$ cat src/ptq_pkg.sv
// ----------------------------------------------------------------------------
// ptq_pkg
// Shared types, sizes and codes of the sorted priority queue.
// ----------------------------------------------------------------------------
package ptq_pkg;

    localparam int QUEUE_DEPTH   = 16;
    localparam int PRIORITY_BITS = 8;

    localparam int IDX_W = $clog2(QUEUE_DEPTH);
    localparam int CNT_W = $clog2(QUEUE_DEPTH + 1);

    localparam int ID_W     = 16;
    localparam int ACTION_W = 2;
    localparam int STATUS_W = 2;
    localparam int PRIO_W   = 8;
    localparam int COUNT_W  = 5;

    // action codes
    localparam logic [ACTION_W-1:0] ACT_ADD    = 2'd0;
    localparam logic [ACTION_W-1:0] ACT_POP    = 2'd1;
    localparam logic [ACTION_W-1:0] ACT_REMOVE = 2'd2;
    localparam logic [ACTION_W-1:0] ACT_VIEW   = 2'd3;

    // status codes
    localparam logic [STATUS_W-1:0] ST_OK        = 2'd0;
    localparam logic [STATUS_W-1:0] ST_EMPTY     = 2'd1;
    localparam logic [STATUS_W-1:0] ST_NOT_FOUND = 2'd2;
    localparam logic [STATUS_W-1:0] ST_FULL      = 2'd3;

    // cell operations
    localparam int OP_W = 3;
    localparam logic [OP_W-1:0] OP_HOLD   = 3'd0;
    localparam logic [OP_W-1:0] OP_ADD    = 3'd1;
    localparam logic [OP_W-1:0] OP_POP    = 3'd2;
    localparam logic [OP_W-1:0] OP_REMOVE = 3'd3;
    localparam logic [OP_W-1:0] OP_ROTATE = 3'd4;

    typedef struct packed {
        logic [ID_W-1:0]          id;
        logic [PRIORITY_BITS-1:0] prio;
    } t_entry;

    typedef struct packed {
        logic [OP_W-1:0] op;
        t_entry          entry;
    } t_cell_cmd;

endpackage

$ cat src/ptq_cell.sv
// ----------------------------------------------------------------------------
// ptq_cell
// One slot of the sorted chain: holds an entry and takes its own, a
// neighbor's or the new entry each cycle.
// ----------------------------------------------------------------------------
module ptq_cell import ptq_pkg::*; (
    input  logic      i_clk,
    input  t_cell_cmd i_cmd,
    input  t_entry    i_left,
    input  t_entry    i_right,
    input  t_entry    i_head,
    input  logic      i_occ,
    input  logic      i_tail,
    input  logic      i_prev_ge,
    input  logic      i_prev_seen,
    output t_entry    o_entry,
    output logic      o_ge,
    output logic      o_seen,
    output t_entry    o_hit
);

    t_entry r_entry;
    t_entry n_entry;
    logic   w_match;

    assign w_match = i_occ && (r_entry.id == i_cmd.entry.id);
    assign o_ge    = i_occ && (r_entry.prio >= i_cmd.entry.prio);
    assign o_seen  = i_prev_seen | w_match;
    assign o_hit   = (w_match && !i_prev_seen) ? r_entry : '0;
    assign o_entry = r_entry;

    always_comb begin
        n_entry = r_entry;
        case (i_cmd.op)
            OP_HOLD: n_entry = r_entry;
            OP_ADD: begin
                // ge is a prefix of the chain: first cell past it takes the new entry
                if (o_ge) begin
                    n_entry = r_entry;
                end else if (i_prev_ge) begin
                    n_entry = i_cmd.entry;
                end else begin
                    n_entry = i_left;
                end
            end
            OP_POP:    n_entry = i_right;
            OP_REMOVE: n_entry = o_seen ? i_right : r_entry;
            OP_ROTATE: n_entry = i_tail ? i_head : i_right;
            default:   n_entry = r_entry;
        endcase
    end

    always_ff @(posedge i_clk) begin
        r_entry <= n_entry;
    end

endmodule

$ cat config.mk
export PLATFORM = sky130hd
export DESIGN_NAME = ptq_cell
export DESIGN_NICKNAME = d
export VERILOG_FILES = /design/src/ptq_pkg.sv /design/src/ptq_cell.sv
export SDC_FILE = /design/constraint.sdc
export NUM_CORES = 1
export LEC_CHECK = 0
export ABC_AREA = 1
export BUFFER_PORTS_ARGS = -buffer_cell sky130_fd_sc_hd__buf_2
export CORE_AREA = 2 2 78 80
export DETAILED_ROUTE_END_ITERATION = 7
export DIE_AREA = 0 0 80 82
export GPL_TIMING_DRIVEN = 0
export PLACE_DENSITY = 0.8
export SYNTH_ARGS = -nofsm -noshare
export SYNTH_HDL_FRONTEND = slang
export SYNTH_SLANG_ARGS = --single-unit
$ cat constraint.sdc
create_clock -name i_clk -period 4.1 [get_ports i_clk]
set_clock_uncertainty 0.1 [all_clocks]
set_input_delay 0.205 -clock i_clk [delete_from_list [all_inputs] [get_ports i_clk]]
set_output_delay 0.205 -clock i_clk [all_outputs]
set_load 0.05 [all_outputs]
==> metrics.txt, run 1 <==
status finished, final reports clean; maximum capacitance violations 0; cts bufs inserted 3; Post-Synthesis Cell Area 2425 um2; Pwr Total 0.9001 mW; H-Tree Depth 1; final worst setup slack 1531 ps; Syn Area/Cell 6.483 um2; worst slew pin tran 977.3 ps; Distinct cells, synth 24; # rows 28; layout cell share with drive strength beyond 1 0.3422; critical path fanouts, max 24; DR iter-0 viols 209; Synth Net Count 486; RSZ-0062 raised after global routing false; initial antenna violation count 0; DR WL/cell 14.17 um; die height 82 um; CP Cell Sequence ha_1 -> nand2_1 -> nor2_1 -> nor2_1 -> nand2_1 -> nand2_1 -> nand2_1 -> nand3_1 -> nand2_1 -> inv_1 -> nand2_1 -> inv_1; Max-Slew Margin vs Limit 0.3477; clock tree sinks 24; Remaining DRCs 0; most common cell after layout, fill and taps aside buf_2; Final Hold Fails 0; CP max stage delay 700 ps; hold buffer count at cts 0; Peak supply drop 0.0001867 V; fin util 0.5823; Yosys top cell by area edfxtp_1; Final Max Tran Viols 0; first-pass GRT wire length 13050 um; endpoints failing setup 0; gpl congestion 0.8637; CORE AREA 5746 um2; Min-Delay Path Class input port to register; P&R area growth vs syn 37.98%; number of synthesized register bits 24; pin count of the biggest net entering global routing 25; worst path arrival time 2370 ps; CTS clk-pin slew, worst paths 100 ps; Seq/Total Area, Yosys 0.2972; Ys Warns 0; fin nets 642; vias in the first global route 2873; Final min period 2569 ps; GRT Total Usage 0.2555; # diodes 0; synthesized netlist cell count 374; static leakage 1.914 nW; Required @ worst endpoint 3900 ps; top cells by area, synth edfxtp_1, nand2_1, nand3_1; post_cts resized 0; slowest cell on the critical path inv_1; Port Buf Inserts 151; DR vias/cell 5.088; critical path launch point type register; initial cell density of the core 0.4220; Pwr per Cell Area 269.0 nW/um2; pre-CTS setup slack 1544 ps; clk_lat worst skew 280 ps; Sum Neg Setup Slack 0 ps; fin crit share 0.6266; max reg flops 24; most frequent cells in the layout buf_2, nand2_1, inv_1, nand3_1, nor2_1; cell mode on critical path nand2_1; vias post-DR 3073; endpoint class of the critical path register; Design Area, Final 3346 um2; root buf cell clkbuf_8; share of the synthesized area in the top cell type 0.2972; hpwl dp 6873 um; wire length after detailed routing 8558 um; Max Clock Freq 389.3 MHz; clk buf depth 2; CTS tree yes; die width 80 um; ANT nets after route 0; DR pass1 iterations 5; CP Class register to register; IO Count 154; Cell Area, Placed 3274 um2; Post-CTS Setup Bufs 0; global route overflow 0; die footprint 6560 um2
-- synthesized netlist by cell type --
cell,n
xnor2_1,1
mux2_2,9
edfxtp_1,24
a21oi_1,3
nand4_1,11
nand4_4,1
ha_1,8
o21ai_1,1
o211ai_1,11
clkbuf_1,6
nor2_1,47
buf_2,8
nand3_1,50
buf_6,2
mux2i_1,4
o21a_1,1
o21ai_0,1
nand2_1,113
nor3_1,2
buf_4,1
nor2_2,5
clkinv_1,1
o311ai_0,4
inv_1,60
-- report_power, final --
group          internal, mW  switching (mW)  total [mW]  leakage, nW
Sequential            0.306          0.0184       0.324        0.232
Clock                 0.131          0.0866       0.217       0.0357
Combinational         0.116           0.243       0.359         1.65
Total                 0.553           0.348       0.900         1.91
-- final timing paths --
| path | startpoint | end | slack, ps | cells past startpoint |
|---|---|---|---|---|
| hold / removal | i_right[2] | o_entry[2] | 110 | 3 |
| setup / recovery | o_entry[3] | o_entry[17] | 1530 | 12 |
| hold reg to reg | o_entry[17] | o_entry[11] | 1480 | 7 |
| setup reg to reg | o_entry[3] | o_entry[17] | 1530 | 12 |
-- kinds of logic after synthesis --
family	Yosys count	synth area share
DFF	24	0.2972
and+or+nand+nor	229	0.4051
xor gates and xnor gates	1	0.003613
buffers and inverters	78	0.1326
muxes	13	0.05831
AOI/OAI and AO/OA	21	0.06191
adders and majority gates	8	0.04128
-- metal layers --
metal / share of wire / GRT usage / up-vias
met1: 0.41 / 0.3053 / 1417
met3: 0.053 / 0.02088 / 14
met2: 0.51 / 0.4817 / 119
met5: 0 / 0 / -
li1: - / - / 1523
met4: 0.018 / 0.08475 / 0
-- metrics by stage --
stage | hold WS [ps] | cells
global route | 127.8 | 604
finish | 110.1 | 604
global placement | 398.3 | 600
detailed placement | 403.4 | 600
floorplan | 307.7 | 374
CTS | 113.3 | 604
-- worst max-delay path, delay by kind of cell, from the launching register on --
kind / cells / cell delay (ps)
adder cells (fa/ha/maj): 1 / 320
AND/OR/NAND/NOR: 9 / 580
buffers and inverters: 2 / 750
flip-flops: 1 / 430
-- cell type report --
class,instances,area (um2)
multi-input combinational,272,1383
tap,75,93.84
clock buffer,3,41.29
buffer,17,92.59
inverter,61,229.0
fill,603,2400
timing repair buffer,151,755.7
sequential,24,720.7
clock inverter,1,30.03
Note: power is estimated with default switching activity, not from simulation.
==> run 2: changes to the inputs <==
Settings changed: CORE_AREA 2 2 78 80 to 2 2 82 84, DIE_AREA 0 0 80 82 to 0 0 84 86, PLACE_DENSITY 0.8 to 0.76.
Clock period 4.1 ns to 2.2 ns, I/O delays scaled along.
==> metrics.txt, run 2 (synthesis gave the netlist of run 1 again) <==
status finished, final reports clean; DR iter-0 viols 141 (-33%); first-pass GRT wire length 13650 um (+4.6%); endpoint class of the critical path primary output; cts bufs inserted 3 (unchanged); Pwr per Cell Area 441.1 nW/um2 (+64%); Peak supply drop 0.0002565 V (+37%); P&R area growth vs syn 50.57%; slowest cell on the critical path edfxtp_1; hold_sp i_right[23]; Cell Area, Placed 3297 um2 (+0.69%); DR pass1 iterations 5 (unchanged); DR vias/cell 5.021 (-1.3%); Flop pwr share 0.376 (+0.016); CORE AREA 6277 um2 (+9.3%); H-Tree Depth 1 (unchanged); # rows 29 (+3.6%); gpl congestion 0.8811 (+2.0%); fin nets 653 (+1.7%); Min-Delay Path Class input port to register; CTS tree yes; Clk network pwr share 0.177 (-0.064); worst path arrival time 1900 ps (-470 ps); Port Buf Inserts 151 (unchanged); CP Class register to primary output; RSZ-0062 raised after global routing true; wire length after detailed routing 8899 um (+4.0%); FF-to-FF path depth 13 (+1); ANT nets after route 0 (unchanged); maximum capacitance violations 0 (unchanged); Pwr Total 1.611 mW (+79%); root buf cell clkbuf_8; clock tree sinks 24 (unchanged); initial antenna violation count 0 (unchanged); Final Max Tran Viols 0 (unchanged); vias post-DR 3098 (+0.81%); worst slew pin tran 578.4 ps (-398.9 ps); initial cell density of the core 0.3863 (-0.03575); Remaining DRCs 0 (unchanged); GRT Total Usage 0.2351 (-0.02041); critical path fanouts, max 10 (-58%); die height 86 um (+4.9%); static leakage 1.970 nW (+2.9%); clk_lat worst skew 270 ps (about the same); Design Area, Final 3651 um2 (+9.1%); pin count of the biggest net entering global routing 14 (-44%); Sum Neg Setup Slack 0 ps (unchanged); RR Endpoint o_entry[15]; reg-to-reg setup timing slack 110 ps (-1420 ps); IO Count 154 (unchanged); # diodes 0 (unchanged); clk buf depth 2 (unchanged); CP Cell Sequence nand2_1 -> o21ai_1 -> nor3_2 -> nand2_1 -> nor2_2 -> nand4_4 -> buf_6 -> nor2_1 -> buf_4; Reg2Reg Launch Point o_entry[2]; most frequent cells in the layout buf_2, nand2_1, inv_1, nand3_1, nor2_1; DR WL/cell 14.42 um (+1.8%); Required @ worst endpoint 1990 ps (-1910 ps); most common cell after layout, fill and taps aside buf_2; Max Clock Freq 474.9 MHz; endpoints failing setup 0 (unchanged); CP max stage delay 410 ps (-290 ps); critical path launch point type register; hold buffer count at cts 0 (unchanged); Comb pwr share 0.447 (+0.049); Max-Slew Margin vs Limit 0.6144 (+0.2666); fin crit share 0.9572; switching share of power 0.4137 (+0.02759); die width 84 um (+5.0%); Final Hold Fails 0 (unchanged); Switch Pwr 0.6664 mW (+92%); WHS Endpoint o_entry[23]; cell mode on critical path nand2_1; global route overflow 0 (unchanged); CTS clk-pin slew, worst paths 90 ps (about the same); placed cells 602 (+0.33%); Pint 0.9442 mW (+71%); vias in the first global route 3017 (+5.0%); Hold Path Depth 3 (unchanged); Post-Layout Cell Count 617 (+2.2%); die footprint 7224 um2 (+10%); Final min period 2106 ps; max reg flops 24 (unchanged); layout cell share with drive strength beyond 1 0.3926 (+0.05044); hpwl dp 7103 um (+3.3%)
[run 2: metal layers]
metal,global-route usage,share of wire
met4,0.08358,0.023
met2,0.4335,0.52
met1,0.2822,0.39
met5,0,0
met3,0.02791,0.063
[run 2: layout make-up]
| type | instances | area (um2) |
|---|---|---|
| inverter | 61 | 232.7 |
| clock inverter | 1 | 3.754 |
| fill | 607 | 2626 |
| timing repair inverter | 1 | 7.507 |
| timing repair buffer | 161 | 985.9 |
| buffer | 17 | 101.3 |
| tap | 77 | 96.34 |
| clock buffer | 3 | 41.29 |
| sequential | 24 | 720.7 |
| multi-input combinational | 272 | 1461 |
[run 2: power by group through the flow]
stage	clock [mW]	combinational, mW	sequential, mW
4_1_cts	0.286	0.689	0.603
3_5_place_dp	0	0.668	0.615
3_3_place_gp	0	0.654	0.613
2_1_floorplan	0	0.288	0.765
5_1_grt	0.304	0.787	0.612
6_report	0.285	0.720	0.606
[run 2: critical path, delay by kind of cell (launching register included)]
kind,cells,cell delay (ps)
buf+inv,2,410
simple gates,6,710
compound gates,1,90
flops,1,410
[run 2: timing repair]
item | CTS | global route
setup buffers | 3 | 6
pin swaps | 0 | 1
gates cloned | 1 | 1
setup endpoints to repair | 44 | 48
resized for setup | 9 | 65
[run 2: worst max-delay path by stage]
| stage | startpoint | end | slack, ps |
|---|---|---|---|
| floorplan | o_entry[16] | o_hit[10] | -150 |
| global placement | o_entry[3] | o_entry[15] | -180 |
| detailed placement | o_entry[3] | o_entry[18] | -240 |
| CTS | o_entry[15] | o_hit[21] | 0.6 |
| global route | o_entry[21] | o_hit[4] | -20 |
| finish | o_entry[19] | o_hit[6] | 90 |
[run 2: per-stage QoR]
step / util / setup WS (ps) / hold slack (ps)
after floorplan: - / -151.4 / 212.7
after global placement: 0.5252 / -177.6 / 300.3
after detailed placement: 0.5252 / -235.1 / 305.3
after CTS: 0.5426 / 0.5982 / 22.14
after global routing: 0.5816 / -23.67 / 36.79
final: 0.5816 / 94.10 / 27.10
==> run 3: changes to the inputs <==
Settings changed: GPL_TIMING_DRIVEN 0 to not set.
==> metrics.txt, run 3 (synthesis gave the netlist of run 1 again) <==
RSZ-0062 raised after global routing true; Max Clock Freq 470.3 MHz (-0.96%); die height 86 um (unchanged); Comb pwr share 0.418 (-0.029); IO Count 154 (unchanged); layout cell share with drive strength beyond 1 0.3958 (+0.003241); die footprint 7224 um2 (unchanged); GRT Total Usage 0.2240 (-0.01104); CP Cell Sequence inv_2 -> o21ai_0 -> nor3_1 -> nand2_1 -> nor2_2 -> nand4_4 -> buf_12 -> nor2_2 -> buf_4; WHS Endpoint o_entry[12]; clock tree sinks 24 (unchanged); Clk network pwr share 0.232 (+0.055); Pwr Total 1.718 mW (+6.6%); clk buf depth 2 (unchanged); cts bufs inserted 3 (unchanged); most common cell after layout, fill and taps aside buf_2; status finished, final reports clean; Required @ worst endpoint 1990 ps (about the same); initial antenna violation count 0 (unchanged); routed wl met2 4485 um (-3.2%); # fillers 618 (+1.8%); worst path arrival time 1920 ps (+20 ps); pin count of the biggest net entering global routing 36 (+22); static leakage 1.943 nW (-1.4%); hold_sp i_right[12]; CP max stage delay 430 ps (+20 ps); Pwr per Cell Area 475.8 nW/um2 (+7.9%); CORE AREA 6277 um2 (unchanged); Switch Pwr 0.6575 mW (-1.3%); die width 84 um (unchanged); max reg flops 24 (unchanged); DR vias/cell 5.060 (+0.77%); fin crit share 0.9665 (+0.009303); final worst setup slack 73.63 ps (-20.47 ps); Port Buf Inserts 153 (+1.3%); placed cells 596 (-1.0%); cell mode on critical path nor2_2; Top Layer Used met4; wire length after detailed routing 8682 um (-2.4%); critical path fanouts, max 17 (+7); met3 WL 595 um (+6.6%); hpwl dp 6888 um (-3.0%); Flop pwr share 0.351 (-0.025); first-pass GRT wire length 13100 um (-4.0%); FF-to-FF path depth 13 (unchanged); gpl congestion 0.8767 (-0.50%); clk_lat worst skew 270 ps (about the same); Final Max Tran Viols 0 (unchanged); Pint 1.060 mW (+12%); pre-CTS setup slack 173.2 ps (+408.3 ps); fin util 0.5750 (-0.006577); maximum capacitance violations 0 (unchanged); vias in the first global route 2940 (-2.6%); endpoint class of the critical path primary output; reg-to-reg setup timing slack 130 ps (+20 ps); ANT nets after route 0 (unchanged); switching share of power 0.3828 (-0.03091); global route overflow 0 (unchanged); worst slew pin tran 711.0 ps (+132.5 ps); RR Endpoint o_entry[18]; Min-Delay Path Class input port to register; Post-Layout Cell Count 605 (-1.9%); wl on met1 3335 um (-4.8%); CP Class register to primary output; root buf cell clkbuf_8; CTS tree yes; Final min period 2126 ps (+20.47 ps); Peak supply drop 0.0002789 V (+8.8%); Hold Path Depth 3 (unchanged); DR WL/cell 14.35 um (-0.50%); Max-Slew Margin vs Limit 0.5260 (-0.08837); Remaining DRCs 0 (unchanged); CTS clk-pin slew, worst paths 90 ps (about the same); Final Hold Fails 0 (unchanged); # diodes 0 (unchanged); slowest cell on the critical path edfxtp_1; P&R area growth vs syn 48.86%; most frequent cells in the layout buf_2, nand2_1, inv_1, nand3_1, nor2_1; fin nets 641 (-1.8%); Reg2Reg Launch Point o_entry[2]; initial cell density of the core 0.3863 (unchanged); critical path launch point type register; Hold Worst Slack 33.74 ps (+6.639 ps); DR iter-0 viols 126 (-11%); # rows 29 (unchanged); vias post-DR 3061 (-1.2%); H-Tree Depth 1 (unchanged); endpoints failing setup 0 (unchanged); DR pass1 iterations 5 (unchanged)
-- run 3: changes by cell type in the layout (fill, tap and decap cells not counted), sizes merged --
cell      previous run  this run
buf                170       163
bufinv               0         1
clkbuf              11         7
clkinv               2         1
clkinvlp             2         1
-- run 3: repair_timing --
action | 4_1_cts | 5_1_grt
resized for setup | 5 | 72
hold endpoints to repair | 0 | 0
setup endpoints to repair | 17 | 48
cloned | 0 | 1
setup buffers | 0 | 4
hold buffers | 0 | 0
pin swaps | 0 | 1
-- run 3: cell type report --
| cell class | instances | area (um2) | area share |
|---|---|---|---|
| multi-input cells | 272 | 1444 | 0.4000 |
| clock buffers | 3 | 41.29 | 0.01144 |
| well taps | 77 | 96.34 | 0.02669 |
| inverters | 61 | 232.7 | 0.06447 |
| flip-flops and latches | 24 | 720.7 | 0.1997 |
| clock inverters | 1 | 30.03 | 0.008319 |
| repair buffers | 167 | 1045 | 0.2894 |
-- run 3: worst max-delay path, delay by kind of cell, from the launching register on --
family	cells	cell delay, ps
buffers and inverters	3	490
flip-flops	1	430
AND/OR/NAND/NOR	5	630
AO/OA/AOI/OAI	1	80
-- run 3: how the worst max path moves through the flow --
stage	start	to	slack [ps]	cells after the start
final	o_entry[10]	o_hit[11]	70	9
after global routing	o_entry[2]	o_entry[14]	-50	13
after CTS	o_entry[22]	o_hit[23]	5	9
after detailed placement	o_entry[3]	o_entry[7]	170	13
after global placement	o_entry[3]	o_entry[18]	260	13
after floorplan	o_entry[16]	o_hit[10]	-150	9
-- run 3: metal layers --
layer,GRT usage,vias to the layer above
met1,0.2595,1398
met3,0.03369,22
li1,-,1515
met5,0,-
met2,0.4153,126
met4,0.08798,0
-- run 3: per-stage QoR --
stage	instance area, um2	setup TNS, ps
2_1_floorplan	2445	-5178
3_3_place_gp	3299	0
3_5_place_dp	3299	0
6_report	3610	0
4_1_cts	3383	0
5_1_grt	3610	-1165
-- run 3: power groups by stage --
stage                     Clock [mW]  Combinational (mW)  Sequential, mW
after global routing           0.409               0.782           0.609
final                          0.398               0.718           0.602
after global placement             0               0.671           0.609
after floorplan                    0               0.288           0.765
after detailed placement           0               0.683           0.612
after CTS                      0.396               0.686           0.601
